## config.mk

```make
export PLATFORM = sky130hd
export DESIGN_NAME = fifo_queue_with_ordered_waiters_flat
export DESIGN_NICKNAME = d
export VERILOG_FILES = /design/src/sv/fqow_pkg.sv /design/src/sv/fqow_if.sv /design/src/sv/fqow_ctrl.sv /design/src/sv/fqow_dp.sv /design/src/sv/fifo_queue_with_ordered_waiters.sv /design/src/flat_wrapper.sv
export VERILOG_INCLUDE_DIRS = /design/src /design/src/sv
export SDC_FILE = /design/constraint.sdc
export NUM_CORES = 1
export LEC_CHECK = 0
export ABC_AREA = 0
export ABC_CLOCK_PERIOD_IN_PS = 5100
export BUFFER_PORTS_ARGS = -buffer_cell sky130_fd_sc_hd__clkbuf_2
export CORE_MARGIN = 3
export CORE_UTILIZATION = 34
export CTS_BUF_LIST = sky130_fd_sc_hd__clkbuf_4 sky130_fd_sc_hd__clkbuf_8
export CTS_CLUSTER_DIAMETER = 100
export DETAILED_ROUTE_END_ITERATION = 10
export PLACE_DENSITY = 0.49
export SLEW_MARGIN = 10
export SYNTH_ARGS = -nofsm -noshare
export SYNTH_HDL_FRONTEND = slang
export SYNTH_HIERARCHICAL = 1
export SYNTH_SLANG_ARGS = --single-unit
```

## constraint.sdc

```tcl
create_clock -name clk_i -period 5.1 [get_ports clk_i]
set_clock_uncertainty 0.15 [all_clocks]
set_input_delay 0.765 -clock clk_i [delete_from_list [all_inputs] [get_ports clk_i]]
set_output_delay 0.765 -clock clk_i [all_outputs]
set_load 0.03 [all_outputs]
```

## src/sv/assert_macros.svh

```systemverilog
// Assertion macros for the files that check their own logic.
`ifndef ASSERT_MACROS_SVH
`define ASSERT_MACROS_SVH

// Property that must hold at every rising clock edge outside reset.
`define ASSERT_CLK(lbl, prop, msg) \
  lbl: assert property (@(posedge clk_i) disable iff (!rst_ni) prop) else $error(msg);

// Condition that must never be true outside reset.
`define ASSERT_NEVER(lbl, cond, msg) \
  lbl: assert property (@(posedge clk_i) disable iff (!rst_ni) !(cond)) else $error(msg);

`endif

```

## src/sv/fqow_pkg.sv

```systemverilog
// Types and constants shared by the queue with ordered waiters.
package fqow_pkg;

  localparam int unsigned KIND_W    = 2;
  localparam int unsigned REQ_W     = 4;
  localparam int unsigned PAYLOAD_W = 32;
  localparam int unsigned STATUS_W  = 3;

  typedef enum logic [KIND_W-1:0] {
    KIND_ENQ = 2'd0,
    KIND_DEQ = 2'd1,
    KIND_TRY = 2'd2
  } kind_e;

  typedef enum logic [STATUS_W-1:0] {
    ST_DELIVERED = 3'd0,
    ST_STORED    = 3'd1,
    ST_WAITING   = 3'd2,
    ST_EMPTY     = 3'd3,
    ST_ITEM_OVF  = 3'd4,
    ST_WAIT_OVF  = 3'd5
  } status_e;

  typedef enum logic {
    S_IDLE,
    S_EXEC
  } state_e;

  typedef struct packed {
    logic latch;
    logic exec;
  } cmd_t;

  typedef struct packed {
    logic out_blocked;
    logic items_pend;
    logic waiters_pend;
  } sts_t;

endpackage

```

## src/sv/fqow_if.sv

```systemverilog
// Request and response channel interfaces of the queue.
interface fqow_req_if;
  logic                             valid;
  logic                             ready;
  logic [fqow_pkg::KIND_W-1:0]      kind;
  logic [fqow_pkg::REQ_W-1:0]       requester;
  logic [fqow_pkg::PAYLOAD_W-1:0]   item_data;

  modport source (output valid, output kind, output requester, output item_data,
                  input ready);
  modport sink   (input valid, input kind, input requester, input item_data,
                  output ready);
endinterface

interface fqow_rsp_if;
  logic                             valid;
  logic                             ready;
  logic [fqow_pkg::STATUS_W-1:0]    status;
  logic [fqow_pkg::REQ_W-1:0]       recipient;
  logic [fqow_pkg::PAYLOAD_W-1:0]   out_data;
  logic [fqow_pkg::PAYLOAD_W-1:0]   visit_total;

  modport source (output valid, output status, output recipient, output out_data,
                  output visit_total, input ready);
  modport sink   (input valid, input status, input recipient, input out_data,
                  input visit_total, output ready);
endinterface

```

## src/sv/fqow_ctrl.sv

```systemverilog
// Controller state machine: takes one request beat, then runs it once the output is free.
module fqow_ctrl (
  input  logic            clk_i,
  input  logic            rst_ni,
  input  logic            in_valid_i,
  output logic            in_ready_o,
  input  fqow_pkg::sts_t  sts_i,
  output fqow_pkg::cmd_t  cmd_o
);

  fqow_pkg::state_e state_q, state_d;

  always_ff @(posedge clk_i or negedge rst_ni) begin
    if (!rst_ni) begin
      state_q <= fqow_pkg::S_IDLE;
    end else begin
      state_q <= state_d;
    end
  end

  always_comb begin
    state_d = state_q;
    case (state_q)
      fqow_pkg::S_IDLE: begin
        if (in_valid_i) state_d = fqow_pkg::S_EXEC;
      end
      fqow_pkg::S_EXEC: begin
        if (!sts_i.out_blocked) state_d = fqow_pkg::S_IDLE;
      end
      default: state_d = fqow_pkg::S_IDLE;
    endcase
  end

  always_comb begin
    in_ready_o  = 1'b0;
    cmd_o.latch = 1'b0;
    cmd_o.exec  = 1'b0;
    case (state_q)
      fqow_pkg::S_IDLE: begin
        in_ready_o  = 1'b1;
        cmd_o.latch = in_valid_i;
      end
      fqow_pkg::S_EXEC: begin
        cmd_o.exec = !sts_i.out_blocked;
      end
      default: begin
        in_ready_o = 1'b0;
      end
    endcase
  end

endmodule

```

## src/sv/fqow_dp.sv

```systemverilog
// Datapath: item and waiter ring buffers, visit counter and the output register.
module fqow_dp #(
  parameter int unsigned ITEM_DEPTH   = 16,
  parameter int unsigned WAITER_DEPTH = 16,
  parameter int unsigned DATA_WIDTH   = 32
) (
  input  logic                             clk_i,
  input  logic                             rst_ni,
  input  fqow_pkg::cmd_t                   cmd_i,
  output fqow_pkg::sts_t                   sts_o,
  input  logic [fqow_pkg::KIND_W-1:0]      kind_i,
  input  logic [fqow_pkg::REQ_W-1:0]       requester_i,
  input  logic [fqow_pkg::PAYLOAD_W-1:0]   item_data_i,
  output logic                             out_valid_o,
  input  logic                             out_ready_i,
  output logic [fqow_pkg::STATUS_W-1:0]    status_o,
  output logic [fqow_pkg::REQ_W-1:0]       recipient_o,
  output logic [fqow_pkg::PAYLOAD_W-1:0]   out_data_o,
  output logic [fqow_pkg::PAYLOAD_W-1:0]   visit_total_o
);

  localparam int unsigned IAW = $clog2(ITEM_DEPTH);
  localparam int unsigned ICW = $clog2(ITEM_DEPTH + 1);
  localparam int unsigned WAW = $clog2(WAITER_DEPTH);
  localparam int unsigned WCW = $clog2(WAITER_DEPTH + 1);
  localparam int unsigned PW  = fqow_pkg::PAYLOAD_W;
  localparam int unsigned RW  = fqow_pkg::REQ_W;

  // Latched request.
  logic [fqow_pkg::KIND_W-1:0] kind_q;
  logic [RW-1:0]               req_q;
  logic [DATA_WIDTH-1:0]       data_q;
  logic [63:0]                 data_wide;

  // Ring buffer pointers and counters.
  logic [IAW-1:0] ihead_q, ihead_d;
  logic [ICW-1:0] icount_q, icount_d;
  logic [WAW-1:0] whead_q, whead_d;
  logic [WCW-1:0] wcount_q, wcount_d;
  logic [PW-1:0]  visit_q, visit_d;

  // Memories with registered read at the head entry.
  logic [DATA_WIDTH-1:0] istore [ITEM_DEPTH];
  logic [RW-1:0]         wstore [WAITER_DEPTH];
  logic [DATA_WIDTH-1:0] ird_q;
  logic [RW-1:0]         wrd_q;

  logic           iwe, wwe;
  logic [ICW:0]   isum, itail;
  logic [WCW:0]   wsum, wtail;
  logic [IAW-1:0] iwaddr, ihead_inc;
  logic [WAW-1:0] wwaddr, whead_inc;

  // Output register.
  logic                        out_valid_q, out_valid_d;
  logic                        load_out;
  logic [fqow_pkg::STATUS_W-1:0] status_q, status_d;
  logic [RW-1:0]               recip_q, recip_d;
  logic [PW-1:0]               odata_q, odata_d;
  logic [PW-1:0]               ovisit_q;
  logic [DATA_WIDTH-1:0]       deliv_data;
  logic [63:0]                 deliv_wide;

  assign data_wide = 64'(item_data_i);

  always_ff @(posedge clk_i) begin
    if (cmd_i.latch) begin
      kind_q <= kind_i;
      req_q  <= requester_i;
      data_q <= data_wide[DATA_WIDTH-1:0];
    end
  end

  always_ff @(posedge clk_i) begin
    if (iwe) istore[iwaddr] <= data_q;
    if (wwe) wstore[wwaddr] <= req_q;
    ird_q <= istore[ihead_q];
    wrd_q <= wstore[whead_q];
  end

  // Tail addresses: head plus count, wrapped with one compare and subtract.
  assign isum  = (ICW+1)'(ihead_q) + (ICW+1)'(icount_q);
  assign itail = (isum >= (ICW+1)'(ITEM_DEPTH)) ? isum - (ICW+1)'(ITEM_DEPTH) : isum;
  assign iwaddr = itail[IAW-1:0];
  assign wsum  = (WCW+1)'(whead_q) + (WCW+1)'(wcount_q);
  assign wtail = (wsum >= (WCW+1)'(WAITER_DEPTH)) ? wsum - (WCW+1)'(WAITER_DEPTH) : wsum;
  assign wwaddr = wtail[WAW-1:0];

  assign ihead_inc = (ihead_q == IAW'(ITEM_DEPTH - 1)) ? '0 : ihead_q + IAW'(1);
  assign whead_inc = (whead_q == WAW'(WAITER_DEPTH - 1)) ? '0 : whead_q + WAW'(1);

  always_comb begin
    ihead_d    = ihead_q;
    icount_d   = icount_q;
    whead_d    = whead_q;
    wcount_d   = wcount_q;
    visit_d    = visit_q;
    iwe        = 1'b0;
    wwe        = 1'b0;
    load_out   = 1'b0;
    status_d   = fqow_pkg::ST_EMPTY;
    recip_d    = '0;
    deliv_data = '0;
    if (cmd_i.exec) begin
      case (kind_q)
        fqow_pkg::KIND_ENQ: begin
          load_out = 1'b1;
          if (wcount_q != '0) begin
            // Hand the item straight to the oldest waiter.
            whead_d    = whead_inc;
            wcount_d   = wcount_q - WCW'(1);
            visit_d    = visit_q + PW'(1);
            status_d   = fqow_pkg::ST_DELIVERED;
            recip_d    = wrd_q;
            deliv_data = data_q;
          end else if (icount_q < ICW'(ITEM_DEPTH)) begin
            iwe      = 1'b1;
            icount_d = icount_q + ICW'(1);
            status_d = fqow_pkg::ST_STORED;
          end else begin
            status_d = fqow_pkg::ST_ITEM_OVF;
          end
        end
        fqow_pkg::KIND_DEQ, fqow_pkg::KIND_TRY: begin
          load_out = 1'b1;
          if (icount_q != '0) begin
            ihead_d    = ihead_inc;
            icount_d   = icount_q - ICW'(1);
            visit_d    = visit_q + PW'(1);
            status_d   = fqow_pkg::ST_DELIVERED;
            recip_d    = req_q;
            deliv_data = ird_q;
          end else if (kind_q == fqow_pkg::KIND_TRY) begin
            status_d = fqow_pkg::ST_EMPTY;
          end else if (wcount_q < WCW'(WAITER_DEPTH)) begin
            wwe      = 1'b1;
            wcount_d = wcount_q + WCW'(1);
            status_d = fqow_pkg::ST_WAITING;
          end else begin
            status_d = fqow_pkg::ST_WAIT_OVF;
          end
        end
        default: begin
          // The unused kind changes nothing and gives no beat.
          load_out = 1'b0;
        end
      endcase
    end
  end

  assign deliv_wide = 64'(deliv_data);
  assign odata_d    = deliv_wide[PW-1:0];

  always_comb begin
    out_valid_d = out_valid_q;
    if (out_valid_q && out_ready_i) out_valid_d = 1'b0;
    if (load_out) out_valid_d = 1'b1;
  end

  always_ff @(posedge clk_i or negedge rst_ni) begin
    if (!rst_ni) begin
      ihead_q     <= '0;
      icount_q    <= '0;
      whead_q     <= '0;
      wcount_q    <= '0;
      visit_q     <= '0;
      out_valid_q <= 1'b0;
    end else begin
      ihead_q     <= ihead_d;
      icount_q    <= icount_d;
      whead_q     <= whead_d;
      wcount_q    <= wcount_d;
      visit_q     <= visit_d;
      out_valid_q <= out_valid_d;
    end
  end

  always_ff @(posedge clk_i) begin
    if (load_out) begin
      status_q <= status_d;
      recip_q  <= recip_d;
      odata_q  <= odata_d;
      ovisit_q <= visit_d;
    end
  end

  assign sts_o.out_blocked  = out_valid_q && !out_ready_i;
  assign sts_o.items_pend   = (icount_q != '0);
  assign sts_o.waiters_pend = (wcount_q != '0);

  assign out_valid_o   = out_valid_q;
  assign status_o      = status_q;
  assign recipient_o   = recip_q;
  assign out_data_o    = odata_q;
  assign visit_total_o = ovisit_q;

endmodule

```

## src/sv/fifo_queue_with_ordered_waiters.sv

```systemverilog
// Top level of the item queue with an ordered queue of waiting requesters.
//
//   channel  dir  fields                                      accepted when
//   req_i    in   kind, requester, item_data                  valid && ready
//   rsp_o    out  status, recipient, out_data, visit_total    valid && ready
//
// Each request has an accept beat, then an execute state that uses the
// head entries read out of the item and waiter memories at the accept edge.
// The execute cycle waits while the output register still holds an untaken beat; the next
// request is accepted as soon as execution finishes, so at most one result is held.
// Reset clears pointers, counts and the visit counter at once; the memories need no pass.
// A request of the unused kind is executed without producing a response beat.
`include "assert_macros.svh"

module fifo_queue_with_ordered_waiters #(
  parameter int unsigned ITEM_DEPTH   = 16,
  parameter int unsigned WAITER_DEPTH = 16,
  parameter int unsigned DATA_WIDTH   = 32
) (
  input  logic       clk_i,
  input  logic       rst_ni,
  fqow_req_if.sink   req_i,
  fqow_rsp_if.source rsp_o
);

  fqow_pkg::cmd_t cmd;
  fqow_pkg::sts_t sts;

  fqow_ctrl u_ctrl (
    .clk_i      (clk_i),
    .rst_ni     (rst_ni),
    .in_valid_i (req_i.valid),
    .in_ready_o (req_i.ready),
    .sts_i      (sts),
    .cmd_o      (cmd)
  );

  fqow_dp #(
    .ITEM_DEPTH   (ITEM_DEPTH),
    .WAITER_DEPTH (WAITER_DEPTH),
    .DATA_WIDTH   (DATA_WIDTH)
  ) u_dp (
    .clk_i         (clk_i),
    .rst_ni        (rst_ni),
    .cmd_i         (cmd),
    .sts_o         (sts),
    .kind_i        (req_i.kind),
    .requester_i   (req_i.requester),
    .item_data_i   (req_i.item_data),
    .out_valid_o   (rsp_o.valid),
    .out_ready_i   (rsp_o.ready),
    .status_o      (rsp_o.status),
    .recipient_o   (rsp_o.recipient),
    .out_data_o    (rsp_o.out_data),
    .visit_total_o (rsp_o.visit_total)
  );

  // Stored items and recorded waiters are never pending together.
  `ASSERT_NEVER(a_not_both_pending, sts.items_pend && sts.waiters_pend, "items and waiters both pending")
  // A response beat only appears after an execute cycle.
  `ASSERT_CLK(a_rsp_after_exec, $rose(rsp_o.valid) |-> $past(cmd.exec), "response without execute")
  // Only one request is in flight at a time.
  `ASSERT_CLK(a_one_in_flight, (req_i.valid && req_i.ready) |=> !req_i.ready, "second request taken early")

endmodule

```

## src/flat_wrapper.sv

```systemverilog
// flat-port wrapper written by rule: the top's interface ports become plain ports
module fifo_queue_with_ordered_waiters_flat 
#(
  parameter int unsigned ITEM_DEPTH   = 16,
  parameter int unsigned WAITER_DEPTH = 16,
  parameter int unsigned DATA_WIDTH   = 32
)
  (clk_i, rst_ni, req_i_valid, req_i_kind, req_i_requester, req_i_item_data, req_i_ready, rsp_o_valid, rsp_o_status, rsp_o_recipient, rsp_o_out_data, rsp_o_visit_total, rsp_o_ready);
  fqow_req_if req_i_i ();
  fqow_rsp_if rsp_o_i ();
  input  logic clk_i;
  input  logic rst_ni;
  input wire logic [$bits(req_i_i.valid)-1:0] req_i_valid;
  input wire logic [$bits(req_i_i.kind)-1:0] req_i_kind;
  input wire logic [$bits(req_i_i.requester)-1:0] req_i_requester;
  input wire logic [$bits(req_i_i.item_data)-1:0] req_i_item_data;
  output wire logic [$bits(req_i_i.ready)-1:0] req_i_ready;
  output wire logic [$bits(rsp_o_i.valid)-1:0] rsp_o_valid;
  output wire logic [$bits(rsp_o_i.status)-1:0] rsp_o_status;
  output wire logic [$bits(rsp_o_i.recipient)-1:0] rsp_o_recipient;
  output wire logic [$bits(rsp_o_i.out_data)-1:0] rsp_o_out_data;
  output wire logic [$bits(rsp_o_i.visit_total)-1:0] rsp_o_visit_total;
  input wire logic [$bits(rsp_o_i.ready)-1:0] rsp_o_ready;
  assign req_i_i.valid = req_i_valid;
  assign req_i_i.kind = req_i_kind;
  assign req_i_i.requester = req_i_requester;
  assign req_i_i.item_data = req_i_item_data;
  assign req_i_ready = req_i_i.ready;
  assign rsp_o_valid = rsp_o_i.valid;
  assign rsp_o_status = rsp_o_i.status;
  assign rsp_o_recipient = rsp_o_i.recipient;
  assign rsp_o_out_data = rsp_o_i.out_data;
  assign rsp_o_visit_total = rsp_o_i.visit_total;
  assign rsp_o_i.ready = rsp_o_ready;
  fifo_queue_with_ordered_waiters #(.ITEM_DEPTH(ITEM_DEPTH), .WAITER_DEPTH(WAITER_DEPTH), .DATA_WIDTH(DATA_WIDTH)) u_core (.clk_i(clk_i), .rst_ni(rst_ni), .req_i(req_i_i), .rsp_o(rsp_o_i));
endmodule
```

==> Word level (Yosys, flattened, before mapping) <==
Memories as Yosys holds them, arrays and structs flattened. A register that Yosys moved wholly into a read port is not among the register bits.
Index checks and enable logic that the tools add are counted.
Widths: inputs -> output; s select.
{ "totals": {"input_bits": 42, "memories": 2, "latchBits": 0, "rom_bits": 0, "register_bits": 161, "out_inout_bits": 73, "elab_cells": 110, "ramBits": 576} }
{ "memory_table": {"columns": ["memory", "depth", "width", "rd", "rd_clocked_by_memory_dff", "wr", "line_no", "rtl"], "rows": [
  ["u_core.u_dp.istore", 16, 32, 1, 1, 1, "fqow_dp.sv:43", "logic [DATA_WIDTH-1:0] istore [ITEM_DEPTH];"],
  ["u_core.u_dp.wstore", 16, 4, 1, 1, 1, "fqow_dp.sv:44", "logic [RW-1:0] wstore [WAITER_DEPTH];"]
]} }
{ "classes": {"div_mod_pow": 0, "shift": 0, "n_eq_ne": 11, "n_mux": 52, "n_reduce_logical": 15, "bitwise_logic": 1, "add_sub_neg": 11, "mul": 0, "magnitude_cmp": 4} }
{ "op_table": {"columns": ["operator", "n"], "rows": [
  ["$mux 32", 5],
  ["$pmux 32 s2", 2],
  ["$mux 5", 7],
  ["$add 32x1->32 const B", 1],
  ["$mux 4", 6],
  ["$mux 1", 22],
  ["$pmux 5 s2", 2],
  ["$mux 3", 5],
  ["$add 4x5->6", 2],
  ["$ge 6x5->1 const B", 2],
  ["$add 5x1->5 const B", 2],
  ["$lt 5x5->1 const B", 2],
  ["$ne 2x2->1 const B", 5],
  ["$reduce_bool 5->1", 2],
  ["$sub 5x1->5 const B", 2],
  ["$add 4x1->4 const B", 2],
  ["$eq 4x4->1 const B", 2],
  ["$pmux 4 s2", 1],
  ["$sub 4x1->4 const B", 2],
  ["$pmux 3 s2", 1],
  ["$reduce_and 3->1", 2],
  ["$reduce_and 6->1", 1],
  ["$reduce_and 5->1", 1],
  ["$ne 2x1->1 const B", 2],
  ["10 further kinds", 13]
]} }

==> Logic depth before layout (Yosys ltp) <==
{ "depth": {"word_depth": 8, "ltp_mapped": 9, "ltp_nobuf": 8} }

==> Hierarchy <==
Netlist, hierarchy kept.
{ "modules_own_cells": {"columns": ["module", "n_inst", "cells_each", "area_per_inst_um2", "seq_area_each_um2"], "rows": [
  ["fqow_dp", 1, 1421, 29460.8, 22566.6],
  ["fqow_ctrl", 1, 5, 57.6, 25.0]
]} }

==> Least setup slack after synthesis <==
No wires, ideal clock.
{ "synth_timing": {"kind": "input-to-reg", "startpoint": "input port rsp_o_ready", "endpoint": "register u_core.u_dp.ovisit_q[15] (netlist: u_core/u_dp/visit_total_o[15]) (data pin)", "n_path_buf": 1, "required_ns": 4.682, "setup_time_ns": 0.268, "setup_slack_ns": 1.200, "stages": 8, "arrival_time_ns": 3.482, "path_cell_list": "nor2b_1 nor2b_1 nand2b_1 inv_1 nand3_1 buf_2 o21ai_0 o41ai_1"} }
{ "synth_rtl": {"columns": ["item", "line_no", "rtl"], "rows": [
  ["start: declaration", "flat_wrapper.sv:23", "input wire logic [$bits(rsp_o_i.ready)-1:0] rsp_o_ready;"],
  ["end signal: assignment", "fqow_dp.sv:183", "ovisit_q <= visit_d;"],
  ["end: declaration", "fqow_dp.sv:60", "logic [PW-1:0] ovisit_q;"]
]} }

==> Worst setup path in the final report <==
{ "layout_timing": {"startpoint": "register u_core.u_dp.wcount_q[0]", "endpoint": "memory u_core.u_dp.istore[5][17], enable pin"} }
{ "layout_between": {"elab_chain_cells": 6} }
{ "layout_lines": {"columns": ["item", "line_no", "rtl"], "rows": [
  ["start: declaration", "fqow_dp.sv:39", "logic [WCW-1:0] wcount_q, wcount_d;"],
  ["start signal: assignment", "fqow_dp.sv:172", "wcount_q <= wcount_d;"],
  ["$reduce_bool 5->1", null, null],
  ["$mux 1", "fqow_dp.sv:108", "if (wcount_q != '0) begin"],
  ["$mux 1", "fqow_dp.sv:105", "case (kind_q)"],
  ["$mux 1", "fqow_dp.sv:104", "if (cmd_i.exec) begin"],
  ["$mux 1", "fqow_dp.sv:75", "if (iwe) istore[iwaddr] <= data_q;"],
  ["$mux 1 (not written as such)", "fqow_dp.sv:75", null],
  ["end: declaration", "fqow_dp.sv:43", null]
]} }
No other way between the ends.

==> metrics.yaml <==
status:
  status: "completed"
timing:
  hold_violations: 0
  setup_ws_ns: 1.42
  tightest_slew_ns: 1.21
  fin_crit_ns: 3.68
  final.setup.tns_ns: 0
  fmax_ghz: 0.271
  holdWs_ns: 0.129
  setup_viol: 0
  final_max_slew_viol_count: 0
  timing.final.crit_share: 0.722
  rsz0062_at_grt: "no"
  slew_headroom: 0.192
worst_setup_path:
  worst_r2r_endpoint: "u_core/u_dp/istore[5][17]$_DFFE_PP_"
  r2r_cells: 4
  cp_top_family: "simple AND/OR/NAND/NOR gates"
  r2r_slack_ns: 1.42
  crit_fanout: 32
  r2r_start: "u_core/u_dp/wcount_q[0]$_DFFE_PN0P_"
  crit_type: "reg -> reg"
  worstPathCellList: "or4_1, nor4_2, nand4b_1, nor2_4"
  crit_required_ns: 5.30
  cp_num_cells: 4
  critPathLaunchType: "register"
  slowest_stage: "nor2_4"
  cp-end-kind: "register"
  cpPeakStageDelay_ns: 1.07
  critPathBufInv: 0
  cp.arrival_ns: 3.89
finish:
  nets: 1747
  final_cells: 2933
  area_delta_synth_final_pct: 17.7
  post-route-util: 0.406
  multi_input_comb_area_sq_mm: 0.00672
  fill_cells: 7604
  drive_gt1_frac: 0.332
  seq_area_sq_mm: 0.0226
hold_path:
  hp-start: "req_i_valid"
  min_delay_path_depth: 2
  hold_end: "u_core/u_ctrl/state_q$_DFF_PN0_"
  hp-class: "in -> reg"
drt:
  met2WireLength_um: 33000
  top_layer_used: "met4"
  drtIter0Drc: 1034
  wl_met3_um: 4290
  ant_nets: 0
  wire_per_inst_um: 24.4
  via_per_inst: 5.09
  drt_wl_total_um: 71400
  wl_met1_um: 32600
  drc: 0
  dr.pass1.iters: 5
  via_count: 14916
global_routing:
  track_usage: 0.160
  grt_pass1_vias: 15614
  overflow: 0
  grt_pass1_wl_um: 106000
  antenna_found_initial: 3
  grt_max_degree: 115
placed_design:
  dp.cells: 2651
  io_buffers: 114
  gp_congestion: 0.754
  place_ws_ns: 1.36
  dp_hpwl_um: 41300
floorplanning:
  start_util: 0.345
  coreArea_sq_mm: 0.0855
  die_area_sq_mm: 0.0904
  fp-row-count: 107
  fp.dieH_um: 301
  io_pins: 115
  die_w_um: 301
pwr:
  power_density_mw_per_mm2: 504
  leakage_nw: 11.5
  peakVddDrop_v: 0.000274
synth:
  yosysWarningCount: 6
  synth_area_per_cell_sq_um: 20.7
  synth_cells: 1424
  syn_area_sq_mm: 0.0295
  synth_nets: 1489
clocking:
  cts.sinks: 773
  cts_htree_levels: 4
  cts_tree: "built"
  postCtsSetupBuffers: 0
  clkTransAtPathRegs_ns: 0.06
  numCtsBuffers: 134
  clock_path_buffers: 3
  root_buffer: "clkbuf_8"
  clk_latency_ns: 0.76
flow_run:
  drv_cap: 0
==> per-stage QoR <==
step | total power, W | instance area (sq um)
6_report | 0.0175 | 34700
5_1_grt | 0.0184 | 34700
4_1_cts | 0.0178 | 34700
3_5_place_dp | 0.0121 | 31700
3_3_place_gp | 0.0120 | 31700
2_1_floorplan | 0.0106 | 29500
==> worst register-to-register path: cells and delay by family (launching register included) <==
kind / cells / cell delay (ns)
DFF: 1 / 0.46
and+or+nand+nor: 4 / 2.65
==> per-layer routing <==
metal	up-vias	track usage
li1	6414	-
met1	7891	0.228
met3	128	0.0384
met4	0	0.0512
met5	-	0
met2	483	0.245
==> final cells by class <==
class,count,area share
flip-flops and latches,773,0.651
multi-input cells,571,0.193
clock buffers,189,0.0671
well taps,1144,0.0412
repair buffers,189,0.0362
clock inverters,53,0.00983
inverters,13,0.00148
diodes,1,0.0000720
==> power by group <==
group	switching, W	internal [W]	leakage, nW
combinational	0.00230	0.00188	2.86
clock	0.00250	0.00311	1.42
sequential	0.000391	0.00732	7.21
total	0.00519	0.0123	11.5
==> how the worst max path moves through the flow <==
stage	from	endpoint	slack [ns]
after floorplan	rsp_o_ready	u_core/u_dp/visit_total_o[15]$_DFFE_PP_	1.20
after global placement	u_core/u_dp/wcount_q[0]$_DFFE_PN0P_	u_core/u_dp/istore[5][18]$_DFFE_PP_	1.44
after detailed placement	u_core/u_dp/wcount_q[0]$_DFFE_PN0P_	u_core/u_dp/istore[5][18]$_DFFE_PP_	1.36
after CTS	u_core/u_dp/wcount_q[0]$_DFFE_PN0P_	u_core/u_dp/istore[5][17]$_DFFE_PP_	1.35
after global routing	u_core/u_dp/wcount_q[0]$_DFFE_PN0P_	u_core/u_dp/istore[5][9]$_DFFE_PP_	1.22
final	u_core/u_dp/wcount_q[0]$_DFFE_PN0P_	u_core/u_dp/istore[5][17]$_DFFE_PP_	1.42
==> flip-flops by register name, indices dropped and copies added (netlist names) <==
register and flops:
u_core/u_dp/istore 512, u_core/u_dp/status_o 3, u_core/u_dp/ird_q 32, u_core/u_dp/kind_q 2
u_core/u_dp/recipient_o 4, u_core/u_dp/whead_q 4, u_core/u_dp/icount_q 5, u_core/u_dp/visit_total_o 32
u_core/u_dp/wstore 64, u_core/u_dp/out_valid_o 1, u_core/u_dp/visit_q 32, u_core/u_dp/req_q 4
u_core/u_dp/wcount_q 5, u_core/u_dp/wrd_q 4, u_core/u_dp/out_data_o 32, u_core/u_ctrl/state_q 1
u_core/u_dp/data_q 32, u_core/u_dp/ihead_q 4
==> what timing repair did <==
item | in CTS | in global routing
endpoints found under the hold margin | 88 | 0
gates resized for setup | 0 | 0
endpoints found under the setup margin | 0 | 0
hold buffers | 39 | 0
==> cells in the final DEF, fill, tap and decap left out, drive strengths merged, types with 6 or more instances in the layout <==
| master | count |
|---|---|
| dlygate4sd3 | 39 |
| dfxtp | 36 |
| o21ai | 27 |
| a22oi | 39 |
| inv | 18 |
| nor2 | 82 |
| o31ai | 7 |
| edfxtp | 685 |
| buf | 36 |
| mux4 | 180 |
| or3 | 6 |
| xnor2 | 13 |
| a21oi | 30 |
| dfrtp | 52 |
| nand3 | 21 |
| clkbuf | 303 |
| ha | 19 |
| xor2 | 8 |
| a21o | 12 |
| and3 | 7 |
| nand2 | 36 |
| nand4 | 7 |
| mux2 | 8 |
| nor4 | 6 |
| clkinv | 41 |
(Power assumes the default switching activity.)
